===== src/rtl/core/zvd_pkg.sv =====
`timescale 1ns / 1ps
package zvd_pkg;

  localparam int LENGTH_BITS_DEF  = 32;
  localparam int VALUE_BITS       = 64;
  localparam int GROUP_BITS       = 7;
  localparam int CONT_BIT         = 7;
  localparam int COUNT_BITS       = 4;
  localparam int SHIFT_BITS       = 7;
  localparam logic [COUNT_BITS-1:0] VARINT_MAX_BYTES = 4'd10;

  typedef enum logic [1:0] {
    KIND_LONG  = 2'd0,
    KIND_BYTE  = 2'd1,
    KIND_EMPTY = 2'd2,
    KIND_ERROR = 2'd3
  } kind_t;

  typedef struct packed {
    logic done;      // byte ends the varint
    logic overlong;  // byte would be the eleventh of one varint
  } varint_status_t;

endpackage


===== src/rtl/core/zvd_varint.sv =====
`timescale 1ns / 1ps
module zvd_varint
  import zvd_pkg::*;
(
  input  logic [VALUE_BITS-1:0] gathered,
  input  logic [COUNT_BITS-1:0] count,
  input  logic [7:0]            stream_byte,
  output logic [VALUE_BITS-1:0] gathered_next,
  output logic [COUNT_BITS-1:0] count_next,
  output logic [VALUE_BITS-1:0] value,
  output varint_status_t        status
);

  logic [SHIFT_BITS-1:0] shift_amt;
  logic [VALUE_BITS-1:0] group;

  // Place the seven new bits above those already gathered; the tenth byte
  // keeps only its low bit.
  assign shift_amt     = SHIFT_BITS'(count) * SHIFT_BITS'(GROUP_BITS);
  assign group         = VALUE_BITS'(stream_byte[GROUP_BITS-1:0]) << shift_amt;
  assign gathered_next = gathered | group;
  assign count_next    = count + COUNT_BITS'(1);

  // Zigzag: (g >> 1) ^ -(g & 1).
  assign value = (gathered_next >> 1) ^ {VALUE_BITS{gathered_next[0]}};

  assign status.done     = ~stream_byte[CONT_BIT];
  assign status.overlong = (count >= VARINT_MAX_BYTES);

endmodule


===== src/rtl/core/zigzag_varint_stream_decoder.sv =====
// An accepted byte that yields a result has it registered on the output in the next cycle.
// Throughput: one byte per cycle; in_stall rises only while the single
// result register holds an item that the far side is stalling.
// Reset (rst, synchronous, active high) clears the varint state, the
// string payload state, string_mode and the result register valid.
`timescale 1ns / 1ps
module zigzag_varint_stream_decoder
  import zvd_pkg::*;
#(
  parameter int LENGTH_BITS = LENGTH_BITS_DEF
) (
  input  logic                         clk,
  input  logic                         rst,
  // configuration write channel
  input  logic                         cfg_valid,
  output logic                         cfg_ready,
  input  logic                         cfg_data,
  // input byte channel
  input  logic                         in_valid,
  output logic                         in_stall,
  input  logic [7:0]                   stream_byte,
  // result channel
  output logic                         out_valid,
  input  logic                         out_stall,
  output logic [1:0]                   kind,
  output logic signed [VALUE_BITS-1:0] long_value,
  output logic [7:0]                   payload_byte,
  output logic                         last_of_string
);

  // Decoder state.
  logic [VALUE_BITS-1:0]  gathered_bits;
  logic [COUNT_BITS-1:0]  varint_byte_count;
  logic                   in_payload;
  logic [LENGTH_BITS-1:0] payload_left;
  logic                   string_mode;

  logic [VALUE_BITS-1:0]  gathered_bits_next;
  logic [COUNT_BITS-1:0]  varint_byte_count_next;
  logic                   in_payload_next;
  logic [LENGTH_BITS-1:0] payload_left_next;

  // Result computed for the byte on the input this cycle.
  logic                   res_valid;
  kind_t                  res_kind;
  logic [VALUE_BITS-1:0]  res_value;
  logic [7:0]             res_byte;
  logic                   res_last;

  logic                   accept;
  logic [VALUE_BITS-1:0]  vi_gathered;
  logic [COUNT_BITS-1:0]  vi_count;
  logic [VALUE_BITS-1:0]  vi_value;
  varint_status_t         vi_status;
  logic [LENGTH_BITS-1:0] left_dec;

  // Take a write in any cycle; the mode is sampled only when a varint
  // finishes, so a payload under way runs to its end.
  assign cfg_ready = 1'b1;

  // Take a byte unless the result register is full and held.
  assign in_stall = out_valid & out_stall;
  assign accept   = in_valid & ~in_stall;

  zvd_varint u_varint (
    .gathered      (gathered_bits),
    .count         (varint_byte_count),
    .stream_byte   (stream_byte),
    .gathered_next (vi_gathered),
    .count_next    (vi_count),
    .value         (vi_value),
    .status        (vi_status)
  );

  assign left_dec = payload_left - LENGTH_BITS'(1);

  always_comb begin
    gathered_bits_next     = gathered_bits;
    varint_byte_count_next = varint_byte_count;
    in_payload_next        = in_payload;
    payload_left_next      = payload_left;
    res_valid              = 1'b0;
    res_kind               = KIND_LONG;
    res_value              = '0;
    res_byte               = '0;
    res_last               = 1'b0;

    if (in_payload) begin
      // Pass the payload byte through; the count reaching zero marks last.
      payload_left_next = left_dec;
      res_valid         = 1'b1;
      res_kind          = KIND_BYTE;
      res_byte          = stream_byte;
      res_last          = (left_dec == '0);
      if (left_dec == '0) begin
        in_payload_next = 1'b0;
      end
    end else if (vi_status.overlong) begin
      // Too many varint bytes: drop this one, flag it and start over.
      gathered_bits_next     = '0;
      varint_byte_count_next = '0;
      res_valid              = 1'b1;
      res_kind               = KIND_ERROR;
    end else begin
      gathered_bits_next     = vi_gathered;
      varint_byte_count_next = vi_count;
      if (vi_status.done) begin
        gathered_bits_next     = '0;
        varint_byte_count_next = '0;
        if (!string_mode) begin
          res_valid = 1'b1;
          res_kind  = KIND_LONG;
          res_value = vi_value;
        end else if (vi_value[VALUE_BITS-1:LENGTH_BITS] != '0) begin
          // Negative length or one wider than the payload counter.
          res_valid = 1'b1;
          res_kind  = KIND_ERROR;
        end else if (vi_value == '0) begin
          res_valid = 1'b1;
          res_kind  = KIND_EMPTY;
        end else begin
          in_payload_next   = 1'b1;
          payload_left_next = vi_value[LENGTH_BITS-1:0];
        end
      end
    end
  end

  // Control state.
  always_ff @(posedge clk) begin
    if (rst) begin
      gathered_bits     <= '0;
      varint_byte_count <= '0;
      in_payload        <= 1'b0;
      payload_left      <= '0;
      string_mode       <= 1'b0;
      out_valid         <= 1'b0;
    end else begin
      if (cfg_valid && cfg_ready) begin
        string_mode <= cfg_data;
      end
      if (accept) begin
        gathered_bits     <= gathered_bits_next;
        varint_byte_count <= varint_byte_count_next;
        in_payload        <= in_payload_next;
        payload_left      <= payload_left_next;
      end
      // Load a new result or drop a taken one; hold while stalled.
      if (!in_stall) begin
        out_valid <= accept & res_valid;
      end
    end
  end

  // Result payload; no reset needed.
  always_ff @(posedge clk) begin
    if (accept && res_valid) begin
      kind           <= res_kind;
      long_value     <= res_value;
      payload_byte   <= res_byte;
      last_of_string <= res_last;
    end
  end

endmodule


===== config.mk =====
export PLATFORM = sky130hd
export DESIGN_NAME = zigzag_varint_stream_decoder
export DESIGN_NICKNAME = d
export VERILOG_FILES = /design/src/rtl/core/zvd_pkg.sv /design/src/rtl/core/zvd_varint.sv /design/src/rtl/core/zigzag_varint_stream_decoder.sv
export SDC_FILE = /design/constraint.sdc
export NUM_CORES = 1
export LEC_CHECK = 0
export BUFFER_PORTS_ARGS = -buffer_cell sky130_fd_sc_hd__buf_2
export CORE_MARGIN = 3
export CORE_UTILIZATION = 40
export DETAILED_ROUTE_END_ITERATION = 8
export SYNTH_ARGS = -nofsm -noshare
export SYNTH_HDL_FRONTEND = slang
export SYNTH_SLANG_ARGS = --single-unit

===== constraint.sdc =====
create_clock -name clk -period 12.2 [get_ports clk]
set_clock_uncertainty 0.15 [all_clocks]
set_input_delay 1.83 -clock clk [delete_from_list [all_inputs] [get_ports clk]]
set_output_delay 1.83 -clock clk [all_outputs]
set_load 0.005 [all_outputs]

======== Yosys cells after proc, flatten, opt, wreduce, memory -nomap -nowiden ========
Cells that the tools add are included.
storage, ports and cells
  RAM bits ................................ 0
  register bits ........................... 178
  memories kept ........................... 0
  bits of input ports ..................... 14
  bits in read-only memories .............. 0
  bits in latches ......................... 0
  output and inout bits ................... 78
  logic and storage cells ................. 64
operators by class
  div/mod/pow operators ................... 0
  reductions and logical operators ........ 9
  bitwise gates (word level) .............. 7
  $mul .................................... 1
  shifts and indexed selects .............. 1
  muxes and demuxes ....................... 28
  add/sub/neg operators ................... 2
  order comparisons ....................... 1
  equality and inequality tests ........... 4
operators with widths
  operator                                             count
  two-way mux 32 bit                                   6
  two-way mux 64 bit                                   2
  zero test 64 bit                                     1
  OR 64 bit                                            1
  << shifter 7 x 7 -> 64 bit                           1
  bitwise XOR 63 x 64 -> 64 bit                        1
  zero test 32 bit                                     1
  nonzero test 32 bit                                  1
  subtractor 32 x 1 -> 32 bit (second input constant)  1
  two-way mux 1 bit                                    13
  two-way mux 2 bit                                    5
  two-way mux 4 bit                                    2
  multiplier 4 x 3 -> 7 bit (second input constant)    1
  != test 2 bit (second input constant)                3
  AND reduction 6 bit                                  1
  adder 4 x 1 -> 4 bit (second input constant)         1
  >= comparator 4 bit (second input constant)          1
  OR reduction 4 bit                                   1
  AND 1 bit                                            3
  != test 2 x 1 -> 1 bit (second input constant)       1
  NOT 1 bit                                            2
  AND reduction 2 bit                                  1
  nonzero test 2 bit                                   1
  OR reduction 2 bit                                   1
  logical AND 1 bit                                    1

======== Logic depth before layout (Yosys ltp) ========
Gate-level depths: netlist of the first run.
  depth after elaboration ................. 12
  depth in mapped cells ................... 18
  mapped depth without buffers ............ 11

======== Modules after synthesis ========
A second synthesis of the first run with hierarchy kept.
second synthesis, totals
  cells, all modules ...................... 1027
  area, all modules ....................... 9653.0 um^2
by module, submodules not included
  module                        times used  cells each  area an instance (um^2)  seq. area each (um^2)
  zigzag_varint_stream_decoder  1           858         8186.6                   4314.1
  zvd_varint                    1           169         1466.4                   0.0

======== Worst setup path before layout of the first run ========
No wires, ideal clock.
  path kind ............................... input -> register
  start ................................... in stream_byte[0]
  end ..................................... reg kind[0], enable pin
  required time ........................... 11.540 ns
  setup time .............................. 0.510 ns
  cell stages on the path ................. 15
  data arrival time ....................... 7.382 ns
  setup slack ............................. 4.158 ns
  buffers on the path ..................... 7
  path through ............................ clkbuf_1 a21oi_1 clkbuf_1 buf_2 buf_2 buf_2 buf_2 ha_1 and3_1 o2111a_1 o2111a_1 buf_4 a21oi_1 nor2_1 nor2_1
between the ends
  cells in the longest elaborated chain, start to end .. 11
  elaborated cells between the ends (all ways) .. 12
  classes of those cells .................. shift: 1; mux: 6; bitwise: 2; reduce/logical: 3
ends and longest elaborated chain
  element                          line                                 text
  start, declared                  zigzag_varint_stream_decoder.sv:21   input logic [7:0] stream_byte,
  << shifter 7 x 7 -> 64 bit *     zvd_varint.sv:20                     assign group = VALUE_BITS'(stream_byte[GROUP_BITS-1:0]) << shift_amt;
  OR 64 bit *                      zvd_varint.sv:21                     assign gathered_next = gathered | group;
  bitwise XOR 63 x 64 -> 64 bit *  zvd_varint.sv:25                     assign value = (gathered_next >> 1) ^ {VALUE_BITS{gathered_next[0]}};
  zero test 64 bit                 zigzag_varint_stream_decoder.sv:118  end else if (vi_value == '0) begin
  two-way mux 1 bit                zigzag_varint_stream_decoder.sv:118
  two-way mux 1 bit *              zigzag_varint_stream_decoder.sv:114  end else if (vi_value[VALUE_BITS-1:LENGTH_BITS] != '0) begin
  two-way mux 1 bit *              zigzag_varint_stream_decoder.sv:110  if (!string_mode) begin
  two-way mux 1 bit *              zigzag_varint_stream_decoder.sv:107  if (vi_status.done) begin
  two-way mux 1 bit *              zigzag_varint_stream_decoder.sv:98   end else if (vi_status.overlong) begin
  two-way mux 1 bit *              zigzag_varint_stream_decoder.sv:88   if (in_payload) begin
  logical AND 1 bit *              zigzag_varint_stream_decoder.sv:157  if (accept && res_valid) begin
  end signal, assigned             zigzag_varint_stream_decoder.sv:158  kind <= res_kind;
  end, declared                    zigzag_varint_stream_decoder.sv:25   output logic [1:0] kind,
Mark *: on every way between the ends. The rest lies on a longest branch, timed or not.
A chain may end at the register's enable or synchronous reset.

======== Worst setup path after layout of the first run ========
  start ................................... in stream_byte[0]
  end ..................................... reg long_value[57], enable pin
between the ends
  cells in the longest elaborated chain, start to end .. 11
  elaborated cells between the ends (all ways) .. 12
  classes of those cells .................. shift: 1; mux: 6; bitwise: 2; reduce/logical: 3
ends and longest elaborated chain
  element                          line                                 text
  << shifter 7 x 7 -> 64 bit *     zvd_varint.sv:20
  OR 64 bit *                      zvd_varint.sv:21
  bitwise XOR 63 x 64 -> 64 bit *  zvd_varint.sv:25
  zero test 64 bit                 zigzag_varint_stream_decoder.sv:118
  two-way mux 1 bit                zigzag_varint_stream_decoder.sv:118
  two-way mux 1 bit *              zigzag_varint_stream_decoder.sv:114
  two-way mux 1 bit *              zigzag_varint_stream_decoder.sv:110
  two-way mux 1 bit *              zigzag_varint_stream_decoder.sv:107
  two-way mux 1 bit *              zigzag_varint_stream_decoder.sv:98
  two-way mux 1 bit *              zigzag_varint_stream_decoder.sv:88
  logical AND 1 bit *              zigzag_varint_stream_decoder.sv:157
  end signal, assigned             zigzag_varint_stream_decoder.sv:159  long_value <= res_value;
  end, declared                    zigzag_varint_stream_decoder.sv:26   output logic signed [VALUE_BITS-1:0] long_value,
Marks and branches as above.

==> results.json, run 1 <==
{
  "fin_area_sq_um": 10100,
  "synth_top_cell_by_area": "edfxtp_1",
  "setup_violations": 0,
  "wl_per_cell_microns": 19.3,
  "grt_max_degree": 70,
  "status": "completed",
  "grt-ovfl-total": 0,
  "place.gp.congestion": 0.853,
  "r2r_end": "long_value[57]",
  "slew_headroom_pct": 22.1,
  "seq_area_frac_synth_pct": 48.0,
  "placed_area_sq_um": 9540,
  "cp_common_cell": "buf_4",
  "rows": 54,
  "cts_resized": 0,
  "synth_area_leaders": "edfxtp_1 25%, dfxtp_1 23%, a21oi_1 7.5%",
  "drt-initial-drc-count": 719,
  "grt_pass1_vias": 6783,
  "antenna_found_initial": 0,
  "ys_async_sr_fraction_pct": 0,
  "leakagePower_nw": 3.89,
  "crit_slowest_cell": "buf_4",
  "min_period_ps": 5260,
  "drc_errors": 0,
  "cts_root_buf": "clkbuf_16",
  "grt_pass1_wl_microns": 39700,
  "yosysMostFrequentCell": "nor2_1",
  "synth_top_area_share_pct": 25.0,
  "clkTransAtPathRegs_ps": 70,
  "hold_path_end": "gathered_bits[51]",
  "coreArea_sq_um": 22000,
  "start_util_pct": 41.0,
  "totalWireLength_microns": 25200,
  "io_buffers": 90,
  "via_count": 7517,
  "die_area_sq_um": 24300,
  "rsz0062_at_grt": "false",
  "tns_ps": 0,
  "hold_viol": 0,
  "cp-end-kind": "flop",
  "r2r.worst_path.cells": 10,
  "final_nets": 1035,
  "syn_inst": 975,
  "htreeDepth": 4,
  "cts_max_path_buffers": 2,
  "crit_arrival_ps": 5170,
  "synth.avg_cell_area_sq_um": 9.23,
  "worst_slew_pin_slew_ps": 1170,
  "cp_max_fo": 69,
  "hold_depth": 2,
  "path_class": "in -> reg",
  "timing.rr.start": "varint_byte_count[2]",
  "grtUsageTotal_pct": 20.7,
  "seqCellArea_sq_um": 4310,
  "ios": 92,
  "drive_above_1_share_pct": 14.6,
  "viasPerCell": 5.74,
  "maxCapViolations": 0,
  "hp-start": "gathered_bits[51]",
  "drtAntennaViolNets": 0,
  "numCtsBuffers": 17,
  "slew_violations": 0,
  "num_antenna_cells": 0,
  "clock_sink_count": 178,
  "die_w_microns": 156,
  "vdd_drop_max_mv": 0.0829,
  "post_cts_buffers": 0,
  "multi_input_area_sq_um": 4300,
  "cts_tree": "yes",
  "critical_path.startpoint_type": "primary input",
  "syn_to_final_growth_pct": 12.5,
  "syn_nets": 994,
  "cp_slowest_stage_delay_ps": 730,
  "netlist_area_sq_um": 9000,
  "hpwl_microns": 17200,
  "synth_commonest_cells": "167 x nor2_1, 135 x a21oi_1, 103 x dfxtp_1",
  "r2r_slack_ps": 7320,
  "ys_ff_latch": 178,
  "period_share_pct": 43.1,
  "cp_cell_sequence": "buf_2 -> a21oi_4 -> buf_4 -> or4_1 -> o22ai_1 -> nand4_1 -> o2111a_1 -> a21oi_1 -> nor2_1 -> nor2_4 -> buf_4",
  "synth_warnings": 0,
  "die_h_microns": 156,
  "cts_hold_buffers": 0,
  "p_per_area_nw_per_um2": 136,
  "synth_flop_cell": "dfxtp_1",
  "n_fill_cell": 2071,
  "clk_latency_ps": 440,
  "drtPass1Iterations": 6,
  "post_synth_num_cell_types": 72,
  "synth_edf_count": 75,
  "fmax_mhz": 190,
  "min_path_type": "reg -> reg",
  "critPathRequiredTime_ps": 12110
}
cell families after synthesis:
kind of cell / Yosys count / synth area share (%)
other: 1 / 0.0417
AOI/OAI and AO/OA: 233 / 15.9
and+or+nand+nor: 377 / 21.7
DFF: 178 / 48.0
buffers and inverters: 89 / 4.48
muxes: 21 / 2.36
adders and majority gates: 5 / 0.695
xor gates and xnor gates: 71 / 6.91
worst max path at each step:
stage,from,depth (start not counted),end
final,stream_byte[0],11,long_value[57]
after global routing,stream_byte[0],11,long_value[57]
after CTS,stream_byte[0],11,long_value[55]
after detailed placement,stream_byte[0],11,long_value[57]
after global placement,stream_byte[0],11,long_value[56]
after floorplan,stream_byte[0],15,kind[0]
final cells by class:
cell class | count | share of cell area (%)
well taps | 280 | 3.46
flip-flops and latches | 178 | 42.6
inverters | 8 | 0.297
clock inverters | 14 | 1.43
clock buffers | 18 | 4.24
multi-input cells | 708 | 42.5
repair buffers | 103 | 5.42
layout by cell type (no fill, tap or decap), types with 4 or more instances in the layout:
| cell | netlist | routed |
|---|---|---|
| a211o_1 | 8 | 8 |
| a21oi_1 | 135 | 134 |
| a22oi_1 | 5 | 5 |
| a31oi_1 | 8 | 8 |
| and2_1 | 12 | 12 |
| and3_1 | 5 | 5 |
| buf_2 | 12 | 90 |
| buf_4 | 4 | 13 |
| clkbuf_16 | 0 | 17 |
| dfxtp_1 | 103 | 103 |
| edfxtp_1 | 75 | 75 |
| ha_1 | 5 | 5 |
| inv_1 | 8 | 8 |
| inv_8 | 0 | 7 |
| mux2i_1 | 19 | 19 |
| nand2_1 | 34 | 33 |
| nand3_1 | 21 | 21 |
| nand4_1 | 20 | 20 |
| nor2_1 | 167 | 166 |
| nor2b_1 | 14 | 14 |
| nor3_1 | 37 | 37 |
| nor4_1 | 9 | 9 |
| nor4b_1 | 6 | 6 |
| nor4b_4 | 4 | 4 |
| o211ai_1 | 4 | 4 |
| o21a_1 | 6 | 6 |
| o21ai_0 | 15 | 15 |
| o21ai_1 | 4 | 4 |
| o221ai_1 | 5 | 5 |
| o22ai_1 | 4 | 4 |
| o31ai_1 | 4 | 4 |
| or3_1 | 10 | 9 |
| or4_1 | 20 | 20 |
| xnor2_1 | 59 | 59 |
| xor2_1 | 12 | 12 |
worst max-delay path: cells and delay by family:
kind / cells / cell delay [ps]
compound gates: 4 / 880
buf+inv: 3 / 1350
simple gates: 4 / 1030
routing by layer:
layer	vias up	part of all wire, %	track usage, %	routed length, microns
li1	3597	-	-	-
met1	3533	49	32.1	12300
met2	349	41	29.1	10500
met3	38	7.9	3.80	2010
met4	0	1.9	6.60	487
met5	-	0	0	0
sequential cells by signal (all words and copies together) (netlist names):
register	flops
gathered_bits	64
varint_byte_count	4
long_value	64
in_payload	1
kind	2
payload_byte	8
string_mode	1
last_of_string	1
payload_left	32
out_valid	1
per-stage QoR:
step	hold WS [ps]	setup WS, ps	cells	util (%)	power (mW)
finish	322	6940	1309	46.1	1.38
global route	355	6710	1309	46.1	1.43
detailed placement	309	6520	1277	43.5	0.852
CTS	326	6980	1309	46.1	1.38
global placement	297	6600	1277	43.5	0.853
floorplan	287	4160	975	-	0.793
power breakdown:
part / switching (mW) / leakage (nW) / total [mW] / internal [mW]
Sequential: 0.00826 / 1.56 / 0.651 / 0.642
Clock: 0.262 / 0.277 / 0.536 / 0.274
Combinational: 0.125 / 2.06 / 0.189 / 0.0639
Total: 0.396 / 3.89 / 1.38 / 0.980
Note: power is estimated with default switching activity, not from simulation.
==> run 2: changes to the inputs <==
Clock period 12.2 ns to 4.6 ns, I/O delays scaled along.
==> run 2 against run 1 <==
  * Combinational power rose to 2.8 times the previous value
  * Final cell count up 1.4%
  * Global-route usage up 0.78 points
  * Via count up 1.2%
  * Setup slack worse by 6600 ps
  * Register-to-register slack worse by 7000 ps
  * Sequential cell count unchanged
  * Clock power rose to 2.7 times the previous value
  * Sequential power rose to 2.7 times the previous value
  * Non-clock buffer count up 17
  * Utilization up 0.75 points
  * Worst hold slack worse by 2.2 ps
==> results.json, run 2 (synthesis results as in run 1) <==
{
  "hold_viol": 0,
  "hp-start": "gathered_bits[50]",
  "die_w_microns": 156,
  "viasPerCell": 5.73,
  "cp_common_cell": "buf_4",
  "clk_latency_ps": 440,
  "setup_violations": 0,
  "via_count": 7608,
  "antenna_found_initial": 0,
  "crit_arrival_ps": 4450,
  "slew_headroom_pct": 24.6,
  "grt_pass1_vias": 6931,
  "layout_common_cells": "166 x nor2_1, 134 x a21oi_1, 102 x dfxtp_1",
  "post-route-util_pct": 46.8,
  "wl_per_cell_microns": 19.9,
  "clock_sink_count": 178,
  "min_period_ps": 4270,
  "crit_cells": 10,
  "drt-initial-drc-count": 715,
  "timing.rr.start": "varint_byte_count[2]",
  "vdd_drop_max_mv": 0.237,
  "start_util_pct": 41.0,
  "drtAntennaViolNets": 0,
  "p_per_area_nw_per_um2": 361,
  "grt_max_degree": 65,
  "critPathRequiredTime_ps": 4780,
  "cp_max_fo": 21,
  "worst-path-buf-inv": 2,
  "cp-end-kind": "flop",
  "min_path_type": "reg -> reg",
  "drtPass1Iterations": 7,
  "critical_path.startpoint_type": "flop",
  "tns_ps": 0,
  "pre_cts_slack_ps": 282,
  "coreArea_sq_um": 22000,
  "slew_violations": 0,
  "cts_root_buf": "clkbuf_16",
  "cts_tree": "yes",
  "p_sw_mw": 1.05,
  "path_class": "reg -> reg",
  "hpwl_microns": 18100,
  "syn_to_final_growth_pct": 14.3,
  "dp_cells": 1294,
  "cp_slowest_stage_delay_ps": 620,
  "layout_commonest_cell": "nor2_1",
  "leakagePower_nw": 3.98,
  "crit_slowest_cell": "nor4_4",
  "p_int_mw": 2.67,
  "die_area_sq_um": 24300,
  "htreeDepth": 4,
  "drive_above_1_share_pct": 16.1,
  "num_antenna_cells": 0,
  "maxCapViolations": 0,
  "timing.hold.ws_ps": 320,
  "ios": 92,
  "fmax_mhz": 234,
  "post_cts_buffers": 0,
  "grt_util_met3_pct": 3.83,
  "largestRegisters": "gathered_bits x64, long_value x64, payload_left x32",
  "r2r_slack_ps": 330,
  "combPwrFrac_pct": 14.2,
  "io_buffers": 90,
  "crit_family": "simple AND/OR/NAND/NOR gates",
  "grt-ovfl-total": 0,
  "gr-usage-met2_pct": 30.9,
  "grtUsageTotal_pct": 21.5,
  "place.gp.congestion": 0.872,
  "final_nets": 1053,
  "drc_errors": 0,
  "rsz0062_at_grt": "false",
  "grt.busiest_layer": "met1",
  "grt_pass1_wl_microns": 41000,
  "hold_path_end": "gathered_bits[50]",
  "grt.met1_usage_pct": 32.3,
  "status": "completed",
  "die_h_microns": 156,
  "seqPwrFrac_pct": 46.5,
  "clkTransAtPathRegs_ps": 70,
  "worst_slew_pin_slew_ps": 1130,
  "rows": 54,
  "numCtsBuffers": 17,
  "cp_cell_sequence": "nor4_4 -> a21oi_4 -> buf_4 -> or4_1 -> mux2i_1 -> o2111a_1 -> and2_4 -> nor3_2 -> buf_4 -> a211o_1",
  "r2r_end": "payload_left[5]",
  "layoutNonFillerInstCount": 1327,
  "r2r.worst_path.cells": 10,
  "setup_slack_ps": 331,
  "hold_depth": 2,
  "switching_share_pct": 28.3,
  "totalWireLength_microns": 26400,
  "pwr-share-clk_pct": 39.3,
  "period_share_pct": 92.8,
  "cts_max_path_buffers": 2
}
## run 2: cell count changes in the layout (fill, tap and decap cells not counted), sizes merged
cell	change
clkinvlp	+1
bufinv	+1
clkinv	-2
a21oi	+1
buf	+17
## run 2: how the worst max path moves through the flow
| stage | end | slack, ps | start |
|---|---|---|---|
| 5_1_grt | long_value[26] | 100 | varint_byte_count[2] |
| 3_5_place_dp | payload_left[10] | 280 | varint_byte_count[2] |
| 3_3_place_gp | payload_left[7] | 370 | varint_byte_count[2] |
| 6_report | payload_left[5] | 330 | varint_byte_count[2] |
| 4_1_cts | payload_left[10] | 280 | varint_byte_count[2] |
| 2_1_floorplan | kind[0] | 3 | varint_byte_count[3] |
## run 2: routing by layer
layer / share of wire [%] / vias up
met5: 0 / -
met4: 2.2 / 0
met3: 6.7 / 40
met2: 43 / 325
met1: 48 / 3604
li1: - / 3639
## run 2: what timing repair did
item | CTS | global route
endpoints found under the setup margin | 0 | 4
resized for setup | 0 | 1
hold buffers | 0 | 0
hold endpoints to repair | 0 | 0
## run 2: power by group through the flow
| stage | registers [mW] | clock network (mW) | logic (mW) |
|---|---|---|---|
| after floorplan | 1.76 | 0 | 0.344 |
| after global placement | 1.76 | 0 | 0.517 |
| after detailed placement | 1.76 | 0 | 0.517 |
| after CTS | 1.73 | 1.48 | 0.521 |
| after global routing | 1.73 | 1.55 | 0.576 |
| final | 1.73 | 1.46 | 0.529 |
## run 2: worst min-delay path, delay by kind of cell, from the launching register on
kind	cells	cell delay, ps
AO/OA/AOI/OAI	1	40
AND/OR/NAND/NOR	1	70
flip-flops	1	330
## run 2: cell type report
| class | count | area (sq um) |
|---|---|---|
| multi-input combinational | 709 | 4320 |
| sequential | 178 | 4320 |
| fill | 2085 | 11700 |
| clock inverter | 14 | 143 |
| inverter | 8 | 30.0 |
| clock buffer | 18 | 439 |
| tap | 280 | 350 |
| timing repair buffer | 120 | 688 |
## run 2: metrics by stage
stage	instance area (sq um)	total power [mW]
5_1_grt	10300	3.86
4_1_cts	10300	3.73
3_3_place_gp	9690	2.28
6_report	10300	3.72
3_5_place_dp	9690	2.28
2_1_floorplan	9020	2.10
